==> src/design/round_robin_thread_scheduler_core_defines.svh <==
// Assertion macros shared by the round-robin scheduler RTL.
// Depends on nothing; users must have signals named clk and rst_n in scope.
`ifndef ROUND_ROBIN_THREAD_SCHEDULER_CORE_DEFINES_SVH
`define ROUND_ROBIN_THREAD_SCHEDULER_CORE_DEFINES_SVH
`ifndef SYNTHESIS
`define RRTS_ASSERT_IMP(label, ante, cons) \
    label: assert property (@(posedge clk) disable iff (!rst_n) (ante) |-> (cons)) \
        else $error("scheduler check failed");
`define RRTS_ASSERT_NXT(label, ante, cons) \
    label: assert property (@(posedge clk) disable iff (!rst_n) (ante) |=> (cons)) \
        else $error("scheduler check failed");
`else
`define RRTS_ASSERT_IMP(label, ante, cons)
`define RRTS_ASSERT_NXT(label, ante, cons)
`endif
`endif

==> src/design/rrts_pkg.sv <==
// Shared types and constants of the round-robin thread scheduler.
// Used by the interfaces, the controller, the datapath and the top level.
package rrts_pkg;

    localparam int KIND_W   = 3;
    localparam int ID_W     = 16;
    localparam int SLEEP_W  = 16;
    localparam int STATUS_W = 4;
    localparam int RSLOT_W  = 5;
    localparam int QUANT_W  = 16;
    localparam int MODE_W   = 3;
    localparam int APB_DW   = 32;
    localparam int PADDR_W  = 3;

    localparam logic [QUANT_W-1:0] QUANTUM_RESET = 16'd200;
    localparam logic [PADDR_W-3:0] REG_QUANTUM   = 1'b0;

    // command kinds
    localparam logic [KIND_W-1:0] K_TICK    = 3'd0;
    localparam logic [KIND_W-1:0] K_CREATE  = 3'd1;
    localparam logic [KIND_W-1:0] K_EXIT    = 3'd2;
    localparam logic [KIND_W-1:0] K_YIELD   = 3'd3;
    localparam logic [KIND_W-1:0] K_SUSPEND = 3'd4;
    localparam logic [KIND_W-1:0] K_RESUME  = 3'd5;
    localparam logic [KIND_W-1:0] K_KILL    = 3'd6;
    localparam logic [KIND_W-1:0] K_SLEEP   = 3'd7;

    // slot modes
    localparam logic [MODE_W-1:0] M_DEAD  = 3'd0;
    localparam logic [MODE_W-1:0] M_READY = 3'd1;
    localparam logic [MODE_W-1:0] M_RUN   = 3'd2;
    localparam logic [MODE_W-1:0] M_SUSP  = 3'd3;
    localparam logic [MODE_W-1:0] M_SLEEP = 3'd4;

    // result status
    localparam logic [STATUS_W-1:0] ST_DONE     = 4'd0;
    localparam logic [STATUS_W-1:0] ST_SWITCH   = 4'd1;
    localparam logic [STATUS_W-1:0] ST_KEPT     = 4'd2;
    localparam logic [STATUS_W-1:0] ST_WAIT     = 4'd3;
    localparam logic [STATUS_W-1:0] ST_SUSPHALT = 4'd4;
    localparam logic [STATUS_W-1:0] ST_FINHALT  = 4'd5;
    localparam logic [STATUS_W-1:0] ST_NOCREATE = 4'd6;
    localparam logic [STATUS_W-1:0] ST_NOTFOUND = 4'd7;
    localparam logic [STATUS_W-1:0] ST_HALTED   = 4'd8;

    // datapath operations
    localparam logic [3:0] OP_NONE      = 4'd0;
    localparam logic [3:0] OP_LATCH     = 4'd1;
    localparam logic [3:0] OP_TICK      = 4'd2;
    localparam logic [3:0] OP_SCAN_INIT = 4'd3;
    localparam logic [3:0] OP_RD_CUR    = 4'd4;
    localparam logic [3:0] OP_SET_CUR   = 4'd5;
    localparam logic [3:0] OP_HIT_MODE  = 4'd6;
    localparam logic [3:0] OP_CREATE_WR = 4'd7;
    localparam logic [3:0] OP_DISP_OLD  = 4'd8;
    localparam logic [3:0] OP_DISP_NEW  = 4'd9;
    localparam logic [3:0] OP_KEEP      = 4'd10;
    localparam logic [3:0] OP_LOAD_OUT  = 4'd11;

    // scan match kinds
    localparam logic [1:0] SK_DISP   = 2'd0;
    localparam logic [1:0] SK_DEAD   = 2'd1;
    localparam logic [1:0] SK_RESUME = 2'd2;
    localparam logic [1:0] SK_KILL   = 2'd3;

    typedef struct packed {
        logic [3:0]          op;
        logic [1:0]          skind;
        logic [MODE_W-1:0]   mode_wdata;
        logic                wake_we;
        logic [STATUS_W-1:0] status;
    } cmd_t;

    typedef struct packed {
        logic scan_done;
        logic scan_hit;
        logic hit_is_cur;
        logic cur_run;
        logic yield_due;
        logic saw_sleep;
        logic saw_susp;
    } stat_t;

endpackage

==> src/design/rrts_req_if.sv <==
// Request channel of the scheduler: valid/ready plus command payload.
// Depends on rrts_pkg for field widths.
interface rrts_req_if;
    logic                         valid;
    logic                         ready;
    logic [rrts_pkg::KIND_W-1:0]  kind;
    logic [rrts_pkg::ID_W-1:0]    target_id;
    logic [rrts_pkg::SLEEP_W-1:0] sleep_ms;

    modport source (output valid, output kind, output target_id, output sleep_ms,
                    input ready);
    modport sink   (input valid, input kind, input target_id, input sleep_ms,
                    output ready);
endinterface

==> src/design/rrts_rsp_if.sv <==
// Result channel of the scheduler: valid/ready plus result payload.
// Depends on rrts_pkg for field widths.
interface rrts_rsp_if;
    logic                          valid;
    logic                          ready;
    logic [rrts_pkg::STATUS_W-1:0] status;
    logic [rrts_pkg::RSLOT_W-1:0]  running_slot;
    logic [rrts_pkg::ID_W-1:0]     running_id;
    logic [rrts_pkg::ID_W-1:0]     created_id;

    modport source (output valid, output status, output running_slot,
                    output running_id, output created_id, input ready);
    modport sink   (input valid, input status, input running_slot,
                    input running_id, input created_id, output ready);
endinterface

==> src/design/round_robin_thread_scheduler_core.sv <==
// Top level of the round-robin thread scheduler.
// Depends on rrts_pkg, rrts_req_if, rrts_rsp_if, rrts_ctrl and rrts_dpath.
//
// Usage:
//   req  - command request (kind, target_id, sleep_ms), valid/ready.
//   rsp  - one result per request (status, running_slot, running_id,
//          created_id), valid/ready, held in an output register.
//   APB  - register 0 at byte address 0 is quantum_ms (reset 200); writes
//          land on the edge with psel, penable, pwrite high. pready is tied
//          high. Write it only while no request is in flight.
// Sequence: a tick without pending dispatch, a yield that keeps the thread
//   and any request while halted go from accept through a result read to the
//   result load. Create, resume and kill walk the slot table one slot a cycle
//   and stop early on a hit. A dispatch adds a setup state, the scan and one
//   or two decision states; a kill of the running thread scans twice. A new
//   request is accepted only in the idle state, after the previous result
//   loads, so one request is in work at a time.
// Reset: slot 0 runs with id 0, all other slots are dead, clock and id
//   counter are zero. No clearing pass is needed.
// Stall: a finished result waits in the output register; the next request
//   is still accepted and processed, and its result is held back until the
//   waiting one is taken.
module round_robin_thread_scheduler_core #(
    parameter int SLOT_COUNT = 32,
    parameter int TIME_BITS  = 32
) (
    input  logic                          clk,
    input  logic                          rst_n,
    rrts_req_if.sink                      req,
    rrts_rsp_if.source                    rsp,
    input  logic                          psel,
    input  logic                          penable,
    input  logic                          pwrite,
    input  logic [rrts_pkg::PADDR_W-1:0]  paddr,
    input  logic [rrts_pkg::APB_DW-1:0]   pwdata,
    output logic [rrts_pkg::APB_DW-1:0]   prdata,
    output logic                          pready
);

    rrts_pkg::cmd_t                cmd;
    rrts_pkg::stat_t               stat;
    logic [rrts_pkg::QUANT_W-1:0]  quantum_reg;
    logic                          sel_quantum;

    // register index is the byte address over four
    assign sel_quantum = (paddr[rrts_pkg::PADDR_W-1:2] == rrts_pkg::REG_QUANTUM);
    assign pready      = 1'b1;
    assign prdata      = sel_quantum ? rrts_pkg::APB_DW'(quantum_reg) : '0;

    // hold quantum until written; ignore writes to unmapped addresses
    always_ff @(posedge clk or negedge rst_n)
    begin
        if (!rst_n)
        begin
            quantum_reg <= rrts_pkg::QUANTUM_RESET;
        end
        else if (psel && penable && pwrite && sel_quantum)
        begin
            quantum_reg <= pwdata[rrts_pkg::QUANT_W-1:0];
        end
    end

    // sequence commands and dispatch decisions
    rrts_ctrl u_ctrl (
        .clk       (clk),
        .rst_n     (rst_n),
        .in_valid  (req.valid),
        .in_ready  (req.ready),
        .in_kind   (req.kind),
        .out_valid (rsp.valid),
        .out_ready (rsp.ready),
        .stat      (stat),
        .cmd       (cmd)
    );

    // slot tables, scan unit and result register
    rrts_dpath #(
        .SLOT_COUNT (SLOT_COUNT),
        .TIME_BITS  (TIME_BITS)
    ) u_dpath (
        .clk          (clk),
        .rst_n        (rst_n),
        .cmd          (cmd),
        .stat         (stat),
        .in_target_id (req.target_id),
        .in_sleep_ms  (req.sleep_ms),
        .quantum      (quantum_reg),
        .status       (rsp.status),
        .running_slot (rsp.running_slot),
        .running_id   (rsp.running_id),
        .created_id   (rsp.created_id)
    );

endmodule

==> src/design/rrts_dpath.sv <==
// Scheduler datapath: slot tables, clock, id counter, scan unit, result register.
// Depends on rrts_pkg; driven by rrts_ctrl through cmd_t, reports through stat_t.
module rrts_dpath #(
    parameter int SLOT_COUNT = 32,
    parameter int TIME_BITS  = 32
) (
    input  logic                          clk,
    input  logic                          rst_n,
    input  rrts_pkg::cmd_t                cmd,
    output rrts_pkg::stat_t               stat,
    input  logic [rrts_pkg::ID_W-1:0]     in_target_id,
    input  logic [rrts_pkg::SLEEP_W-1:0]  in_sleep_ms,
    input  logic [rrts_pkg::QUANT_W-1:0]  quantum,
    output logic [rrts_pkg::STATUS_W-1:0] status,
    output logic [rrts_pkg::RSLOT_W-1:0]  running_slot,
    output logic [rrts_pkg::ID_W-1:0]     running_id,
    output logic [rrts_pkg::ID_W-1:0]     created_id
);

    localparam int SW = (SLOT_COUNT > 1) ? $clog2(SLOT_COUNT) : 1;
    localparam int CW = $clog2(SLOT_COUNT + 1);
    localparam logic [SW-1:0] LAST_SLOT = SW'(SLOT_COUNT - 1);
    localparam logic [CW-1:0] LAST_CNT  = CW'(SLOT_COUNT - 1);
    localparam logic [CW-1:0] ALL_CNT   = CW'(SLOT_COUNT);

    // slot tables
    logic [rrts_pkg::MODE_W-1:0] mode_mem  [SLOT_COUNT];
    logic [rrts_pkg::ID_W-1:0]   ident_mem [SLOT_COUNT];
    logic [TIME_BITS-1:0]        start_mem [SLOT_COUNT];
    logic [TIME_BITS-1:0]        wake_mem  [SLOT_COUNT];
    logic [SLOT_COUNT-1:0]       ident_vld_reg;
    logic [SLOT_COUNT-1:0]       start_vld_reg;

    // scalar state
    logic [SW-1:0]               active_reg;
    logic [rrts_pkg::ID_W-1:0]   counter_reg;
    logic [TIME_BITS-1:0]        clock_reg;
    logic [rrts_pkg::ID_W-1:0]   tid_reg;
    logic [rrts_pkg::SLEEP_W-1:0] sleep_reg;
    logic [rrts_pkg::ID_W-1:0]   created_reg;

    // scan unit
    logic [SW-1:0] pos_reg;
    logic [CW-1:0] cnt_reg;
    logic [1:0]    skind_reg;
    logic          live_reg;
    logic          done_reg;
    logic          hit_reg;
    logic [SW-1:0] hit_addr_reg;
    logic          saw_sleep_reg;
    logic          saw_susp_reg;

    // registered read port
    logic                        q_vld_reg;
    logic                        q_last_reg;
    logic [SW-1:0]               q_addr_reg;
    logic [rrts_pkg::MODE_W-1:0] q_mode_reg;
    logic [rrts_pkg::ID_W-1:0]   q_ident_mem_reg;
    logic                        q_ident_vld_reg;
    logic [TIME_BITS-1:0]        q_start_mem_reg;
    logic                        q_start_vld_reg;
    logic [TIME_BITS-1:0]        q_wake_reg;

    // result register
    logic [rrts_pkg::STATUS_W-1:0] out_status_reg;
    logic [rrts_pkg::RSLOT_W-1:0]  out_slot_reg;
    logic [rrts_pkg::ID_W-1:0]     out_id_reg;
    logic [rrts_pkg::ID_W-1:0]     out_created_reg;

    logic                        scan_issue;
    logic                        rd_en;
    logic [SW-1:0]               rd_addr;
    logic [SW-1:0]               next_after_active;
    logic [SW-1:0]               pos_inc;
    logic                        eval;
    logic                        match;
    logic [rrts_pkg::ID_W-1:0]   q_ident;
    logic [TIME_BITS-1:0]        q_start;
    logic [TIME_BITS-1:0]        wake_diff;
    logic [TIME_BITS-1:0]        elapsed;
    logic                        mode_we;
    logic [SW-1:0]               mode_waddr;
    logic [rrts_pkg::MODE_W-1:0] mode_wdata;
    logic                        ident_we;
    logic                        start_we;
    logic [SW-1:0]               start_waddr;
    logic                        wake_we;
    logic [SW+rrts_pkg::RSLOT_W-1:0] active_ext;

    assign scan_issue        = live_reg && (cnt_reg != ALL_CNT);
    assign rd_en             = scan_issue || (cmd.op == rrts_pkg::OP_RD_CUR);
    assign rd_addr           = scan_issue ? pos_reg : active_reg;
    assign next_after_active = (active_reg == LAST_SLOT) ? '0 : active_reg + SW'(1);
    assign pos_inc           = (pos_reg == LAST_SLOT) ? '0 : pos_reg + SW'(1);
    assign eval              = live_reg && q_vld_reg;
    assign q_ident           = q_ident_vld_reg ? q_ident_mem_reg : '0;
    assign q_start           = q_start_vld_reg ? q_start_mem_reg : '0;
    assign wake_diff         = q_wake_reg - clock_reg;
    assign elapsed           = clock_reg - q_start;
    assign active_ext        = {{rrts_pkg::RSLOT_W{1'b0}}, active_reg};

    always_comb
    begin
        case (skind_reg)
            rrts_pkg::SK_DISP:
                match = (q_mode_reg == rrts_pkg::M_READY) ||
                        ((q_mode_reg == rrts_pkg::M_SLEEP) && wake_diff[TIME_BITS-1]);
            rrts_pkg::SK_DEAD:
                match = (q_mode_reg == rrts_pkg::M_DEAD);
            rrts_pkg::SK_RESUME:
                match = (q_ident == tid_reg) && (q_mode_reg == rrts_pkg::M_SUSP);
            default:
                match = (q_ident == tid_reg) && (q_mode_reg != rrts_pkg::M_DEAD);
        endcase
    end

    always_comb
    begin
        stat.scan_done  = done_reg;
        stat.scan_hit   = hit_reg;
        stat.hit_is_cur = (hit_addr_reg == active_reg);
        stat.cur_run    = (q_mode_reg == rrts_pkg::M_RUN);
        stat.yield_due  = (q_mode_reg == rrts_pkg::M_RUN) &&
                          (elapsed >= TIME_BITS'(quantum));
        stat.saw_sleep  = saw_sleep_reg;
        stat.saw_susp   = saw_susp_reg;
    end

    // table write decode
    always_comb
    begin
        mode_we     = 1'b0;
        mode_waddr  = active_reg;
        mode_wdata  = cmd.mode_wdata;
        ident_we    = 1'b0;
        start_we    = 1'b0;
        start_waddr = active_reg;
        wake_we     = 1'b0;
        case (cmd.op)
            rrts_pkg::OP_SET_CUR:
            begin
                mode_we = 1'b1;
                wake_we = cmd.wake_we;
            end
            rrts_pkg::OP_HIT_MODE:
            begin
                mode_we    = 1'b1;
                mode_waddr = hit_addr_reg;
            end
            rrts_pkg::OP_CREATE_WR:
            begin
                mode_we     = 1'b1;
                mode_waddr  = hit_addr_reg;
                mode_wdata  = rrts_pkg::M_READY;
                ident_we    = 1'b1;
                start_we    = 1'b1;
                start_waddr = hit_addr_reg;
            end
            rrts_pkg::OP_DISP_OLD:
            begin
                mode_we    = (q_mode_reg == rrts_pkg::M_RUN) && (hit_addr_reg != active_reg);
                mode_wdata = rrts_pkg::M_READY;
            end
            rrts_pkg::OP_DISP_NEW:
            begin
                mode_we     = 1'b1;
                mode_waddr  = hit_addr_reg;
                mode_wdata  = rrts_pkg::M_RUN;
                start_we    = 1'b1;
                start_waddr = hit_addr_reg;
            end
            rrts_pkg::OP_KEEP:
            begin
                start_we = 1'b1;
            end
            default:
            begin
                mode_we = 1'b0;
            end
        endcase
    end

    // mode table: flops with known reset, slot zero running
    always_ff @(posedge clk or negedge rst_n)
    begin
        if (!rst_n)
        begin
            for (int i = 0; i < SLOT_COUNT; i++)
            begin
                mode_mem[i] <= (i == 0) ? rrts_pkg::M_RUN : rrts_pkg::M_DEAD;
            end
        end
        else if (mode_we)
        begin
            mode_mem[mode_waddr] <= mode_wdata;
        end
    end

    always_ff @(posedge clk or negedge rst_n)
    begin
        if (!rst_n)
        begin
            ident_vld_reg <= '0;
            start_vld_reg <= '0;
        end
        else
        begin
            if (ident_we)
            begin
                ident_vld_reg[hit_addr_reg] <= 1'b1;
            end
            if (start_we)
            begin
                start_vld_reg[start_waddr] <= 1'b1;
            end
        end
    end

    // id, start and wake memories
    always_ff @(posedge clk)
    begin
        if (ident_we)
        begin
            ident_mem[hit_addr_reg] <= counter_reg + rrts_pkg::ID_W'(1);
        end
        if (start_we)
        begin
            start_mem[start_waddr] <= clock_reg;
        end
        if (wake_we)
        begin
            wake_mem[active_reg] <= clock_reg + TIME_BITS'(sleep_reg);
        end
        if (rd_en)
        begin
            q_addr_reg      <= rd_addr;
            q_mode_reg      <= mode_mem[rd_addr];
            q_ident_mem_reg <= ident_mem[rd_addr];
            q_ident_vld_reg <= ident_vld_reg[rd_addr];
            q_start_mem_reg <= start_mem[rd_addr];
            q_start_vld_reg <= start_vld_reg[rd_addr];
            q_wake_reg      <= wake_mem[rd_addr];
        end
    end

    // scalar state and scan control
    always_ff @(posedge clk or negedge rst_n)
    begin
        if (!rst_n)
        begin
            active_reg  <= '0;
            counter_reg <= '0;
            clock_reg   <= '0;
            live_reg    <= 1'b0;
            done_reg    <= 1'b0;
            q_vld_reg   <= 1'b0;
            q_last_reg  <= 1'b0;
        end
        else
        begin
            q_vld_reg  <= scan_issue;
            q_last_reg <= scan_issue && (cnt_reg == LAST_CNT);
            case (cmd.op)
                rrts_pkg::OP_TICK:      clock_reg   <= clock_reg + TIME_BITS'(1);
                rrts_pkg::OP_CREATE_WR: counter_reg <= counter_reg + rrts_pkg::ID_W'(1);
                rrts_pkg::OP_DISP_NEW:  active_reg  <= hit_addr_reg;
                default:                active_reg  <= active_reg;
            endcase
            if (cmd.op == rrts_pkg::OP_SCAN_INIT)
            begin
                live_reg <= 1'b1;
                done_reg <= 1'b0;
            end
            else if (eval && (match || q_last_reg))
            begin
                live_reg <= 1'b0;
                done_reg <= 1'b1;
            end
        end
    end

    // scan payload (position, count, hit, summary flags), request latch and result register
    always_ff @(posedge clk)
    begin
        if (cmd.op == rrts_pkg::OP_SCAN_INIT)
        begin
            pos_reg       <= ((cmd.skind == rrts_pkg::SK_DISP) ||
                              (cmd.skind == rrts_pkg::SK_DEAD)) ? next_after_active : '0;
            cnt_reg       <= '0;
            skind_reg     <= cmd.skind;
            hit_reg       <= 1'b0;
            saw_sleep_reg <= 1'b0;
            saw_susp_reg  <= 1'b0;
        end
        else
        begin
            if (scan_issue)
            begin
                pos_reg <= pos_inc;
                cnt_reg <= cnt_reg + CW'(1);
            end
            if (eval)
            begin
                if (match)
                begin
                    hit_reg      <= 1'b1;
                    hit_addr_reg <= q_addr_reg;
                end
                else if (q_mode_reg == rrts_pkg::M_SLEEP)
                begin
                    saw_sleep_reg <= 1'b1;
                end
                else if (q_mode_reg == rrts_pkg::M_SUSP)
                begin
                    saw_susp_reg <= 1'b1;
                end
            end
        end
        if (cmd.op == rrts_pkg::OP_LATCH)
        begin
            tid_reg     <= in_target_id;
            sleep_reg   <= in_sleep_ms;
            created_reg <= '0;
        end
        else if (cmd.op == rrts_pkg::OP_CREATE_WR)
        begin
            created_reg <= counter_reg + rrts_pkg::ID_W'(1);
        end
        if (cmd.op == rrts_pkg::OP_LOAD_OUT)
        begin
            out_status_reg  <= cmd.status;
            out_slot_reg    <= active_ext[rrts_pkg::RSLOT_W-1:0];
            out_id_reg      <= (q_mode_reg == rrts_pkg::M_RUN) ? q_ident : '0;
            out_created_reg <= created_reg;
        end
    end

    assign status       = out_status_reg;
    assign running_slot = out_slot_reg;
    assign running_id   = out_id_reg;
    assign created_id   = out_created_reg;

endmodule

==> src/design/rrts_ctrl.sv <==
// Scheduler controller: command sequencing, dispatch decisions, handshakes.
// Depends on rrts_pkg and the assertion macro header; drives rrts_dpath.
`include "round_robin_thread_scheduler_core_defines.svh"
module rrts_ctrl (
    input  logic                          clk,
    input  logic                          rst_n,
    input  logic                          in_valid,
    output logic                          in_ready,
    input  logic [rrts_pkg::KIND_W-1:0]   in_kind,
    output logic                          out_valid,
    input  logic                          out_ready,
    input  rrts_pkg::stat_t               stat,
    output rrts_pkg::cmd_t                cmd
);

    localparam logic [3:0] S_IDLE     = 4'd0;
    localparam logic [3:0] S_START    = 4'd1;
    localparam logic [3:0] S_YCHK     = 4'd2;
    localparam logic [3:0] S_DSP_INIT = 4'd3;
    localparam logic [3:0] S_SCAN     = 4'd4;
    localparam logic [3:0] S_DSP_DEC  = 4'd5;
    localparam logic [3:0] S_DSP_NEW  = 4'd6;
    localparam logic [3:0] S_FIN_RD   = 4'd7;
    localparam logic [3:0] S_FIN      = 4'd8;

    logic [3:0]                    state_reg, state_next;
    logic [rrts_pkg::KIND_W-1:0]   kind_reg, kind_next;
    logic                          disp_reg, disp_next;
    logic                          pending_reg, pending_next;
    logic                          halted_reg, halted_next;
    logic [rrts_pkg::STATUS_W-1:0] status_reg, status_next;
    logic                          out_vld_reg, out_vld_next;

    assign in_ready  = (state_reg == S_IDLE);
    assign out_valid = out_vld_reg;

    always_comb
    begin
        state_next     = state_reg;
        kind_next      = kind_reg;
        disp_next      = disp_reg;
        pending_next   = pending_reg;
        halted_next    = halted_reg;
        status_next    = status_reg;
        out_vld_next   = out_vld_reg && !out_ready;
        cmd.op         = rrts_pkg::OP_NONE;
        cmd.skind      = rrts_pkg::SK_DISP;
        cmd.mode_wdata = rrts_pkg::M_DEAD;
        cmd.wake_we    = 1'b0;
        cmd.status     = status_reg;
        case (state_reg)
            S_IDLE:
            begin
                if (in_valid)
                begin
                    cmd.op     = rrts_pkg::OP_LATCH;
                    kind_next  = in_kind;
                    state_next = S_START;
                end
            end
            S_START:
            begin
                state_next = S_FIN_RD;
                if (halted_reg)
                begin
                    status_next = rrts_pkg::ST_HALTED;
                end
                else if (kind_reg == rrts_pkg::K_TICK)
                begin
                    cmd.op = rrts_pkg::OP_TICK;
                    if (pending_reg)
                    begin
                        state_next = S_DSP_INIT;
                    end
                    else
                    begin
                        status_next = rrts_pkg::ST_DONE;
                    end
                end
                else if (kind_reg == rrts_pkg::K_RESUME || kind_reg == rrts_pkg::K_KILL)
                begin
                    cmd.op     = rrts_pkg::OP_SCAN_INIT;
                    cmd.skind  = (kind_reg == rrts_pkg::K_RESUME) ? rrts_pkg::SK_RESUME
                                                                  : rrts_pkg::SK_KILL;
                    disp_next  = 1'b0;
                    state_next = S_SCAN;
                end
                else if (pending_reg)
                begin
                    status_next = rrts_pkg::ST_WAIT;
                end
                else
                begin
                    case (kind_reg)
                        rrts_pkg::K_CREATE:
                        begin
                            cmd.op     = rrts_pkg::OP_SCAN_INIT;
                            cmd.skind  = rrts_pkg::SK_DEAD;
                            disp_next  = 1'b0;
                            state_next = S_SCAN;
                        end
                        rrts_pkg::K_EXIT:
                        begin
                            cmd.op         = rrts_pkg::OP_SET_CUR;
                            cmd.mode_wdata = rrts_pkg::M_DEAD;
                            state_next     = S_DSP_INIT;
                        end
                        rrts_pkg::K_SUSPEND:
                        begin
                            cmd.op         = rrts_pkg::OP_SET_CUR;
                            cmd.mode_wdata = rrts_pkg::M_SUSP;
                            state_next     = S_DSP_INIT;
                        end
                        rrts_pkg::K_SLEEP:
                        begin
                            cmd.op         = rrts_pkg::OP_SET_CUR;
                            cmd.mode_wdata = rrts_pkg::M_SLEEP;
                            cmd.wake_we    = 1'b1;
                            state_next     = S_DSP_INIT;
                        end
                        rrts_pkg::K_YIELD:
                        begin
                            cmd.op     = rrts_pkg::OP_RD_CUR;
                            state_next = S_YCHK;
                        end
                        default:
                        begin
                            status_next = rrts_pkg::ST_DONE;
                        end
                    endcase
                end
            end
            S_YCHK:
            begin
                if (stat.yield_due)
                begin
                    state_next = S_DSP_INIT;
                end
                else
                begin
                    status_next = rrts_pkg::ST_KEPT;
                    state_next  = S_FIN_RD;
                end
            end
            S_DSP_INIT:
            begin
                cmd.op     = rrts_pkg::OP_SCAN_INIT;
                cmd.skind  = rrts_pkg::SK_DISP;
                disp_next  = 1'b1;
                state_next = S_SCAN;
            end
            S_SCAN:
            begin
                if (stat.scan_done)
                begin
                    state_next = S_FIN_RD;
                    if (disp_reg)
                    begin
                        cmd.op     = rrts_pkg::OP_RD_CUR;
                        state_next = S_DSP_DEC;
                    end
                    else if (!stat.scan_hit)
                    begin
                        status_next = (kind_reg == rrts_pkg::K_CREATE) ? rrts_pkg::ST_NOCREATE
                                                                       : rrts_pkg::ST_NOTFOUND;
                    end
                    else
                    begin
                        status_next = rrts_pkg::ST_DONE;
                        case (kind_reg)
                            rrts_pkg::K_CREATE:
                            begin
                                cmd.op = rrts_pkg::OP_CREATE_WR;
                            end
                            rrts_pkg::K_RESUME:
                            begin
                                cmd.op         = rrts_pkg::OP_HIT_MODE;
                                cmd.mode_wdata = rrts_pkg::M_READY;
                            end
                            default:
                            begin
                                // kill: switch away only when the victim was running
                                cmd.op         = rrts_pkg::OP_HIT_MODE;
                                cmd.mode_wdata = rrts_pkg::M_DEAD;
                                if (stat.hit_is_cur && !pending_reg)
                                begin
                                    state_next = S_DSP_INIT;
                                end
                            end
                        endcase
                    end
                end
            end
            S_DSP_DEC:
            begin
                state_next = S_FIN_RD;
                if (stat.scan_hit)
                begin
                    cmd.op     = rrts_pkg::OP_DISP_OLD;
                    state_next = S_DSP_NEW;
                end
                else if (stat.cur_run)
                begin
                    cmd.op       = rrts_pkg::OP_KEEP;
                    pending_next = 1'b0;
                    status_next  = rrts_pkg::ST_KEPT;
                end
                else if (stat.saw_sleep)
                begin
                    pending_next = 1'b1;
                    status_next  = rrts_pkg::ST_WAIT;
                end
                else
                begin
                    pending_next = 1'b0;
                    halted_next  = 1'b1;
                    status_next  = stat.saw_susp ? rrts_pkg::ST_SUSPHALT
                                                 : rrts_pkg::ST_FINHALT;
                end
            end
            S_DSP_NEW:
            begin
                cmd.op       = rrts_pkg::OP_DISP_NEW;
                pending_next = 1'b0;
                status_next  = rrts_pkg::ST_SWITCH;
                state_next   = S_FIN_RD;
            end
            S_FIN_RD:
            begin
                cmd.op     = rrts_pkg::OP_RD_CUR;
                state_next = S_FIN;
            end
            S_FIN:
            begin
                if (!out_vld_reg || out_ready)
                begin
                    cmd.op       = rrts_pkg::OP_LOAD_OUT;
                    out_vld_next = 1'b1;
                    state_next   = S_IDLE;
                end
            end
            default:
            begin
                state_next = S_IDLE;
            end
        endcase
    end

    always_ff @(posedge clk or negedge rst_n)
    begin
        if (!rst_n)
        begin
            state_reg   <= S_IDLE;
            kind_reg    <= rrts_pkg::K_TICK;
            disp_reg    <= 1'b0;
            pending_reg <= 1'b0;
            halted_reg  <= 1'b0;
            status_reg  <= rrts_pkg::ST_DONE;
            out_vld_reg <= 1'b0;
        end
        else
        begin
            state_reg   <= state_next;
            kind_reg    <= kind_next;
            disp_reg    <= disp_next;
            pending_reg <= pending_next;
            halted_reg  <= halted_next;
            status_reg  <= status_next;
            out_vld_reg <= out_vld_next;
        end
    end

    `RRTS_ASSERT_NXT(a_halt_sticky, halted_reg, halted_reg)
    `RRTS_ASSERT_IMP(a_halt_not_waiting, halted_reg, !pending_reg)
    `RRTS_ASSERT_NXT(a_halted_reports, (state_reg == S_START) && halted_reg, status_reg == rrts_pkg::ST_HALTED)

endmodule
==> src/flat_wrapper.sv <==
// flat-port wrapper written by rule: the top's interface ports become plain ports
module round_robin_thread_scheduler_core_flat 
#(
    parameter int SLOT_COUNT = 32,
    parameter int TIME_BITS  = 32
)
  (clk, rst_n, psel, penable, pwrite, paddr, pwdata, prdata, pready, req_valid, req_kind, req_target_id, req_sleep_ms, req_ready, rsp_valid, rsp_status, rsp_running_slot, rsp_running_id, rsp_created_id, rsp_ready);
  rrts_req_if req_i ();
  rrts_rsp_if rsp_i ();
  input  logic clk;
  input  logic rst_n;
  input  logic psel;
  input  logic penable;
  input  logic pwrite;
  input  logic [rrts_pkg::PADDR_W-1:0] paddr;
  input  logic [rrts_pkg::APB_DW-1:0] pwdata;
  output logic [rrts_pkg::APB_DW-1:0] prdata;
  output logic pready;
  input wire logic [$bits(req_i.valid)-1:0] req_valid;
  input wire logic [$bits(req_i.kind)-1:0] req_kind;
  input wire logic [$bits(req_i.target_id)-1:0] req_target_id;
  input wire logic [$bits(req_i.sleep_ms)-1:0] req_sleep_ms;
  output wire logic [$bits(req_i.ready)-1:0] req_ready;
  output wire logic [$bits(rsp_i.valid)-1:0] rsp_valid;
  output wire logic [$bits(rsp_i.status)-1:0] rsp_status;
  output wire logic [$bits(rsp_i.running_slot)-1:0] rsp_running_slot;
  output wire logic [$bits(rsp_i.running_id)-1:0] rsp_running_id;
  output wire logic [$bits(rsp_i.created_id)-1:0] rsp_created_id;
  input wire logic [$bits(rsp_i.ready)-1:0] rsp_ready;
  assign req_i.valid = req_valid;
  assign req_i.kind = req_kind;
  assign req_i.target_id = req_target_id;
  assign req_i.sleep_ms = req_sleep_ms;
  assign req_ready = req_i.ready;
  assign rsp_valid = rsp_i.valid;
  assign rsp_status = rsp_i.status;
  assign rsp_running_slot = rsp_i.running_slot;
  assign rsp_running_id = rsp_i.running_id;
  assign rsp_created_id = rsp_i.created_id;
  assign rsp_i.ready = rsp_ready;
  round_robin_thread_scheduler_core #(.SLOT_COUNT(SLOT_COUNT), .TIME_BITS(TIME_BITS)) u_core (.clk(clk), .rst_n(rst_n), .req(req_i), .rsp(rsp_i), .psel(psel), .penable(penable), .pwrite(pwrite), .paddr(paddr), .pwdata(pwdata), .prdata(prdata), .pready(pready));
endmodule
==> config.mk <==
export PLATFORM = sky130hd
export DESIGN_NAME = round_robin_thread_scheduler_core_flat
export DESIGN_NICKNAME = d
export VERILOG_FILES = /design/src/design/rrts_pkg.sv /design/src/design/rrts_req_if.sv /design/src/design/rrts_rsp_if.sv /design/src/design/round_robin_thread_scheduler_core.sv /design/src/design/rrts_dpath.sv /design/src/design/rrts_ctrl.sv /design/src/flat_wrapper.sv
export VERILOG_INCLUDE_DIRS = /design/src /design/src/design
export SDC_FILE = /design/constraint.sdc
export NUM_CORES = 2
export LEC_CHECK = 0
export BUFFER_PORTS_ARGS = -buffer_cell sky130_fd_sc_hd__buf_2
export CAP_MARGIN = 40
export CORE_AREA = 5 5 572 574
export CTS_CLUSTER_DIAMETER = 60
export DETAILED_ROUTE_END_ITERATION = 6
export DIE_AREA = 0 0 577 579
export PLACE_DENSITY = 0.6
export SLEW_MARGIN = 0
export SYNTH_ARGS = -nofsm -noshare
export SYNTH_HDL_FRONTEND = slang
export SYNTH_SLANG_ARGS = --single-unit
==> constraint.sdc <==
create_clock -name clk -period 10.4 [get_ports clk]
set_input_delay 1.56 -clock clk [delete_from_list [all_inputs] [get_ports clk]]
set_output_delay 1.56 -clock clk [all_outputs]
set_load 0.01 [all_outputs]
==> results_tabular.tex <==
\begin{tabular}{lr}
\hline
Metric & Value \\
\hline
\multicolumn{2}{l}{\textbf{Detailed routing}} \\
\quad Total number of vias & 83000 \\
\quad Final routed DRC violation total & 0 \\
\quad Number of antenna-violating nets in the routed design & 0 \\
\quad DR vias/cell & 5.69 \\
\quad Wire length reported by the detailed router & 363 mm \\
\quad Starting DRT DRC Count & 9381 \\
\quad Average routed wire per standard cell & 24.9 um \\
\quad DRT Pass-1 Iters & 5 \\
\multicolumn{2}{l}{\textbf{GRT}} \\
\quad All-Layer GR Usage & 21.0\% \\
\quad Number of antenna violations at the first check in global routing & 9 \\
\quad Maximum number of pins on one net before global-route repair & 187 \\
\quad Wire length of the first global-routing pass & 530 mm \\
\quad Residual overflow from global routing & 0 \\
\quad Vias in the first global route & 79100 \\
\multicolumn{2}{l}{\textbf{Worst setup path}} \\
\quad Cell with the most instances on the worst path & sky130\_fd\_sc\_hd\_\_a21o\_1 \\
\quad Crit path launch type & register \\
\quad Arrival time reported for the critical path endpoint & 6940 ps \\
\quad Largest fanout on the critical path & 36 \\
\quad Buf/Inv on CP & 2 \\
\quad Critical-path cell with the highest stage delay & sky130\_fd\_sc\_hd\_\_fa\_1 \\
\quad Kind of critical path & reg -> reg \\
\quad Slowest stage delay, CP & 560 ps \\
\quad Data required time of the worst path & 11150 ps \\
\quad Series of cell instances along the critical path & buf\_4 > inv\_1 > fa\_1 > nand2b\_1 > a21o\_1 > and2\_1 > o21ai\_0 > a21o\_1 > a21oi\_1 > xnor2\_1 > ha\_1 > a21o\_1 > a21oi\_1 > a21o\_1 > a31oi\_1 > a31oi\_1 > nand4\_1 > or4\_1 > nor4b\_1 > nand4b\_1 > a221o\_1 \\
\quad Crit path capture type & register \\
\quad Family of cells with the greatest summed delay on the critical path & compound AO/OA/AOI/OAI gates \\
\multicolumn{2}{l}{\textbf{Layout}} \\
\quad Filler Cell Count & 28700 \\
\quad Largest registers & u\_core.u\_dpath.start\_mem x1024, u\_core.u\_dpath.wake\_mem x1024, u\_core.u\_dpath.ident\_mem x512 \\
\quad \# nets final & 10200 \\
\quad Syn-to-layout area delta & 14.1\% \\
\quad Fraction of final layout cells with drive strength greater than 1 & 12.2\% \\
\multicolumn{2}{l}{\textbf{Clocking}} \\
\quad Sink Count & 3008 \\
\quad Clock root buffer & sky130\_fd\_sc\_hd\_\_clkbuf\_16 \\
\quad Clock latency on the worst-skew pair & 910 ps \\
\quad Resize count post-CTS & 0 \\
\quad Postcts setup bufs & 0 \\
\quad Maximum level of the CTS H-tree & 5 \\
\quad Clock slew seen by the registers of the worst setup and hold paths & 60 ps \\
\quad Total of hold buffers inserted after clock tree synthesis & 0 \\
\quad Maximum clock path buffer count & 4 \\
\quad Clock tree from TritonCTS & done \\
\quad TritonCTS buffer count & 319 \\
\multicolumn{2}{l}{\textbf{Timing}} \\
\quad Hold Vio Cnt, Final & 0 \\
\quad Transition time at the pin with the least slew margin & 1070 ps \\
\quad Final count of pins violating max slew & 0 \\
\quad Highest clock rate & 0.162 GHz \\
\quad Number of setup violations in the final report & 0 \\
\quad Post-route worst setup slack & 4210 ps \\
\quad Setup tns final & 0 ps \\
\quad Post-layout minimum cycle time & 6190 ps \\
\quad Headroom to the max-slew limit & 28.9\% \\
\quad Final period utilization & 59.5\% \\
\quad RSZ-0062 raised after global routing & no \\
\quad Final clock skew & 77.3 ps \\
\multicolumn{2}{l}{\textbf{Power and ir drop}} \\
\quad Power density cells & 287 nW/um\^{}2 \\
\quad Largest voltage drop on the vdd net & 284 uV \\
\quad Static leakage & 0.0519 uW \\
\multicolumn{2}{l}{\textbf{Synth}} \\
\quad Yosys synthesis warning count & 0 \\
\quad Predominant post-synthesis flop cell & sky130\_fd\_sc\_hd\_\_edfxtp\_1 \\
\quad Largest cells by area after synthesis & sky130\_fd\_sc\_hd\_\_edfxtp\_1 66\%, sky130\_fd\_sc\_hd\_\_nand2\_1 8.7\%, sky130\_fd\_sc\_hd\_\_dfrtp\_1 4.9\% \\
\quad Proportion of synthesized flip-flops having asynchronous set or reset & 8.24\% \\
\quad Number of storage elements in the synthesis netlist & 3008 \\
\quad Area share of the leading cell type in the synthesized netlist & 65.8\% \\
\quad Netlist cell types & 98 \\
\quad Share of the yosys chip area belonging to registers & 71.2\% \\
\quad Average footprint of a synthesized cell & 12.6 um\^{}2 \\
\quad Number of enable flip-flop cells after synthesis & 2735 \\
\quad Post-Syn Instances & 9938 \\
\quad Netlist Area Pre-Place & 125000 um\^{}2 \\
\quad Cell type with the highest aggregate area in the netlist & sky130\_fd\_sc\_hd\_\_edfxtp\_1 \\
\multicolumn{2}{l}{\textbf{Flow run}} \\
\quad Number of max-cap violations & 0 \\
\multicolumn{2}{l}{\textbf{Min path}} \\
\quad Hold WC Path Type & reg -> reg \\
\multicolumn{2}{l}{\textbf{Die}} \\
\quad Die Y & 579 um \\
\quad Horiz. Die Dim & 577 um \\
\quad Number of rows in the core area & 209 \\
\quad Starting Density & 38.7\% \\
\quad Number of primary I/O pins & 153 \\
\quad Die Outline Area & 334000 um\^{}2 \\
\quad Core area & 322000 um\^{}2 \\
\multicolumn{2}{l}{\textbf{Outcome}} \\
\quad Outcome & completed \\
\multicolumn{2}{l}{\textbf{Place}} \\
\quad Half-perimeter wire length after detailed placement & 192 mm \\
\quad Pre-CTS worst setup slack & 4190 ps \\
\quad Count of port buffers added during placement & 117 \\
\quad Gp weighted congestion & 0.860 \\
\hline
\end{tabular}
[cell type report]
type / count / area [um^2] / area share, %
multi-input cells: 6172 / 33800 / 23.8
repair buffers: 417 / 3610 / 2.53
well taps: 4325 / 5410 / 3.80
inverters: 95 / 389 / 0.273
clock inverters: 162 / 1570 / 1.10
diodes: 2 / 5.00 / 0.00351
clock buffers: 414 / 8760 / 6.15
flip-flops and latches: 3008 / 88800 / 62.4
[Yosys cell counts (all sizes together) (77+ instances only)]
library cell	count
buf	167
xnor2	94
dfrtp	244
nand2	2884
a311o	88
a21oi	98
nor2	278
mux2	116
a311oi	511
o31ai	91
ha	106
nand3	1058
inv	92
or2	77
clkbuf	511
and3	296
edfxtp	2735
[metrics by stage]
| step | total power (uW) | cell area (um^2) | cells | hold WS, ps | util (%) |
|---|---|---|---|---|---|
| after detailed placement | 29700 | 132000 | 14000 | 405 | 41.0 |
| after floorplan | 24600 | 125000 | 9953 | 400 | - |
| final | 40900 | 142000 | 14600 | 416 | 44.2 |
| after global routing | 42900 | 142000 | 14600 | 414 | 44.2 |
| after CTS | 41000 | 142000 | 14600 | 402 | 44.2 |
| after global placement | 29400 | 131000 | 14000 | 403 | 40.7 |
[report_power, final]
part	internal (uW)	switching, uW	leakage [uW]	total, uW
registers	14300	420	0.0316	14700
logic	4200	10700	0.0152	14900
clock network	6540	4710	0.00506	11200
[cell families (layout without fill, tap and decap cells)]
logic type | count (synthesis) | after routing | synth area share (%)
compound gates | 1005 | 1005 | 6.49
buf+inv | 773 | 1088 | 2.49
simple gates | 4787 | 4787 | 16.7
fa+ha+maj | 109 | 109 | 1.10
mux | 127 | 127 | 1.14
flops | 3008 | 3008 | 71.2
other cells | 2 | 19 | 0.00602
xor+xnor | 127 | 127 | 0.891
[per-layer routing]
layer | track usage (%) | vias to the layer above | wire [um]
met5 | 0 | - | 7
met3 | 3.42 | 692 | 30500
met4 | 6.88 | 2 | 12400
li1 | - | 36600 | -
met1 | 29.4 | 42100 | 152000
met2 | 33.6 | 3624 | 168000
[cells in the final DEF, fill, tap and decap left out, drive strengths merged, types with 25 or more instances in the layout]
cell	count
a21o	28
a21oi	98
a311o	88
a311oi	511
and3	296
buf	417
clkbuf	414
clkinv	115
dfrtp	244
dfxtp	25
edfxtp	2735
ha	106
inv	108
mux2	116
nand2	2884
nand2b	28
nand3	1058
nor2	278
nor3	41
o21ai	71
o31ai	91
or2	77
xnor2	94
xor2	33
[worst paths after layout]
path / start / to / slack, ps / depth (start not counted)
max: u_core.u_dpath.clock_reg[1] / u_core.u_ctrl.status_reg[2] / 4210 / 21
min: u_core.u_dpath.q_addr_reg[2] / u_core.u_dpath.hit_addr_reg[2] / 420 / 0
max reg2reg: u_core.u_dpath.clock_reg[1] / u_core.u_ctrl.status_reg[2] / 4210 / 21
min reg2reg: u_core.u_dpath.q_addr_reg[2] / u_core.u_dpath.hit_addr_reg[2] / 420 / 0
max in group asynchronous: rst_n / u_core.quantum_reg[9] / 8000 / 2
min in group asynchronous: rst_n / u_core.u_dpath.ident_vld_reg[0] / 690 / 1
No activity file was read; power rests on OpenSTA's default activity.
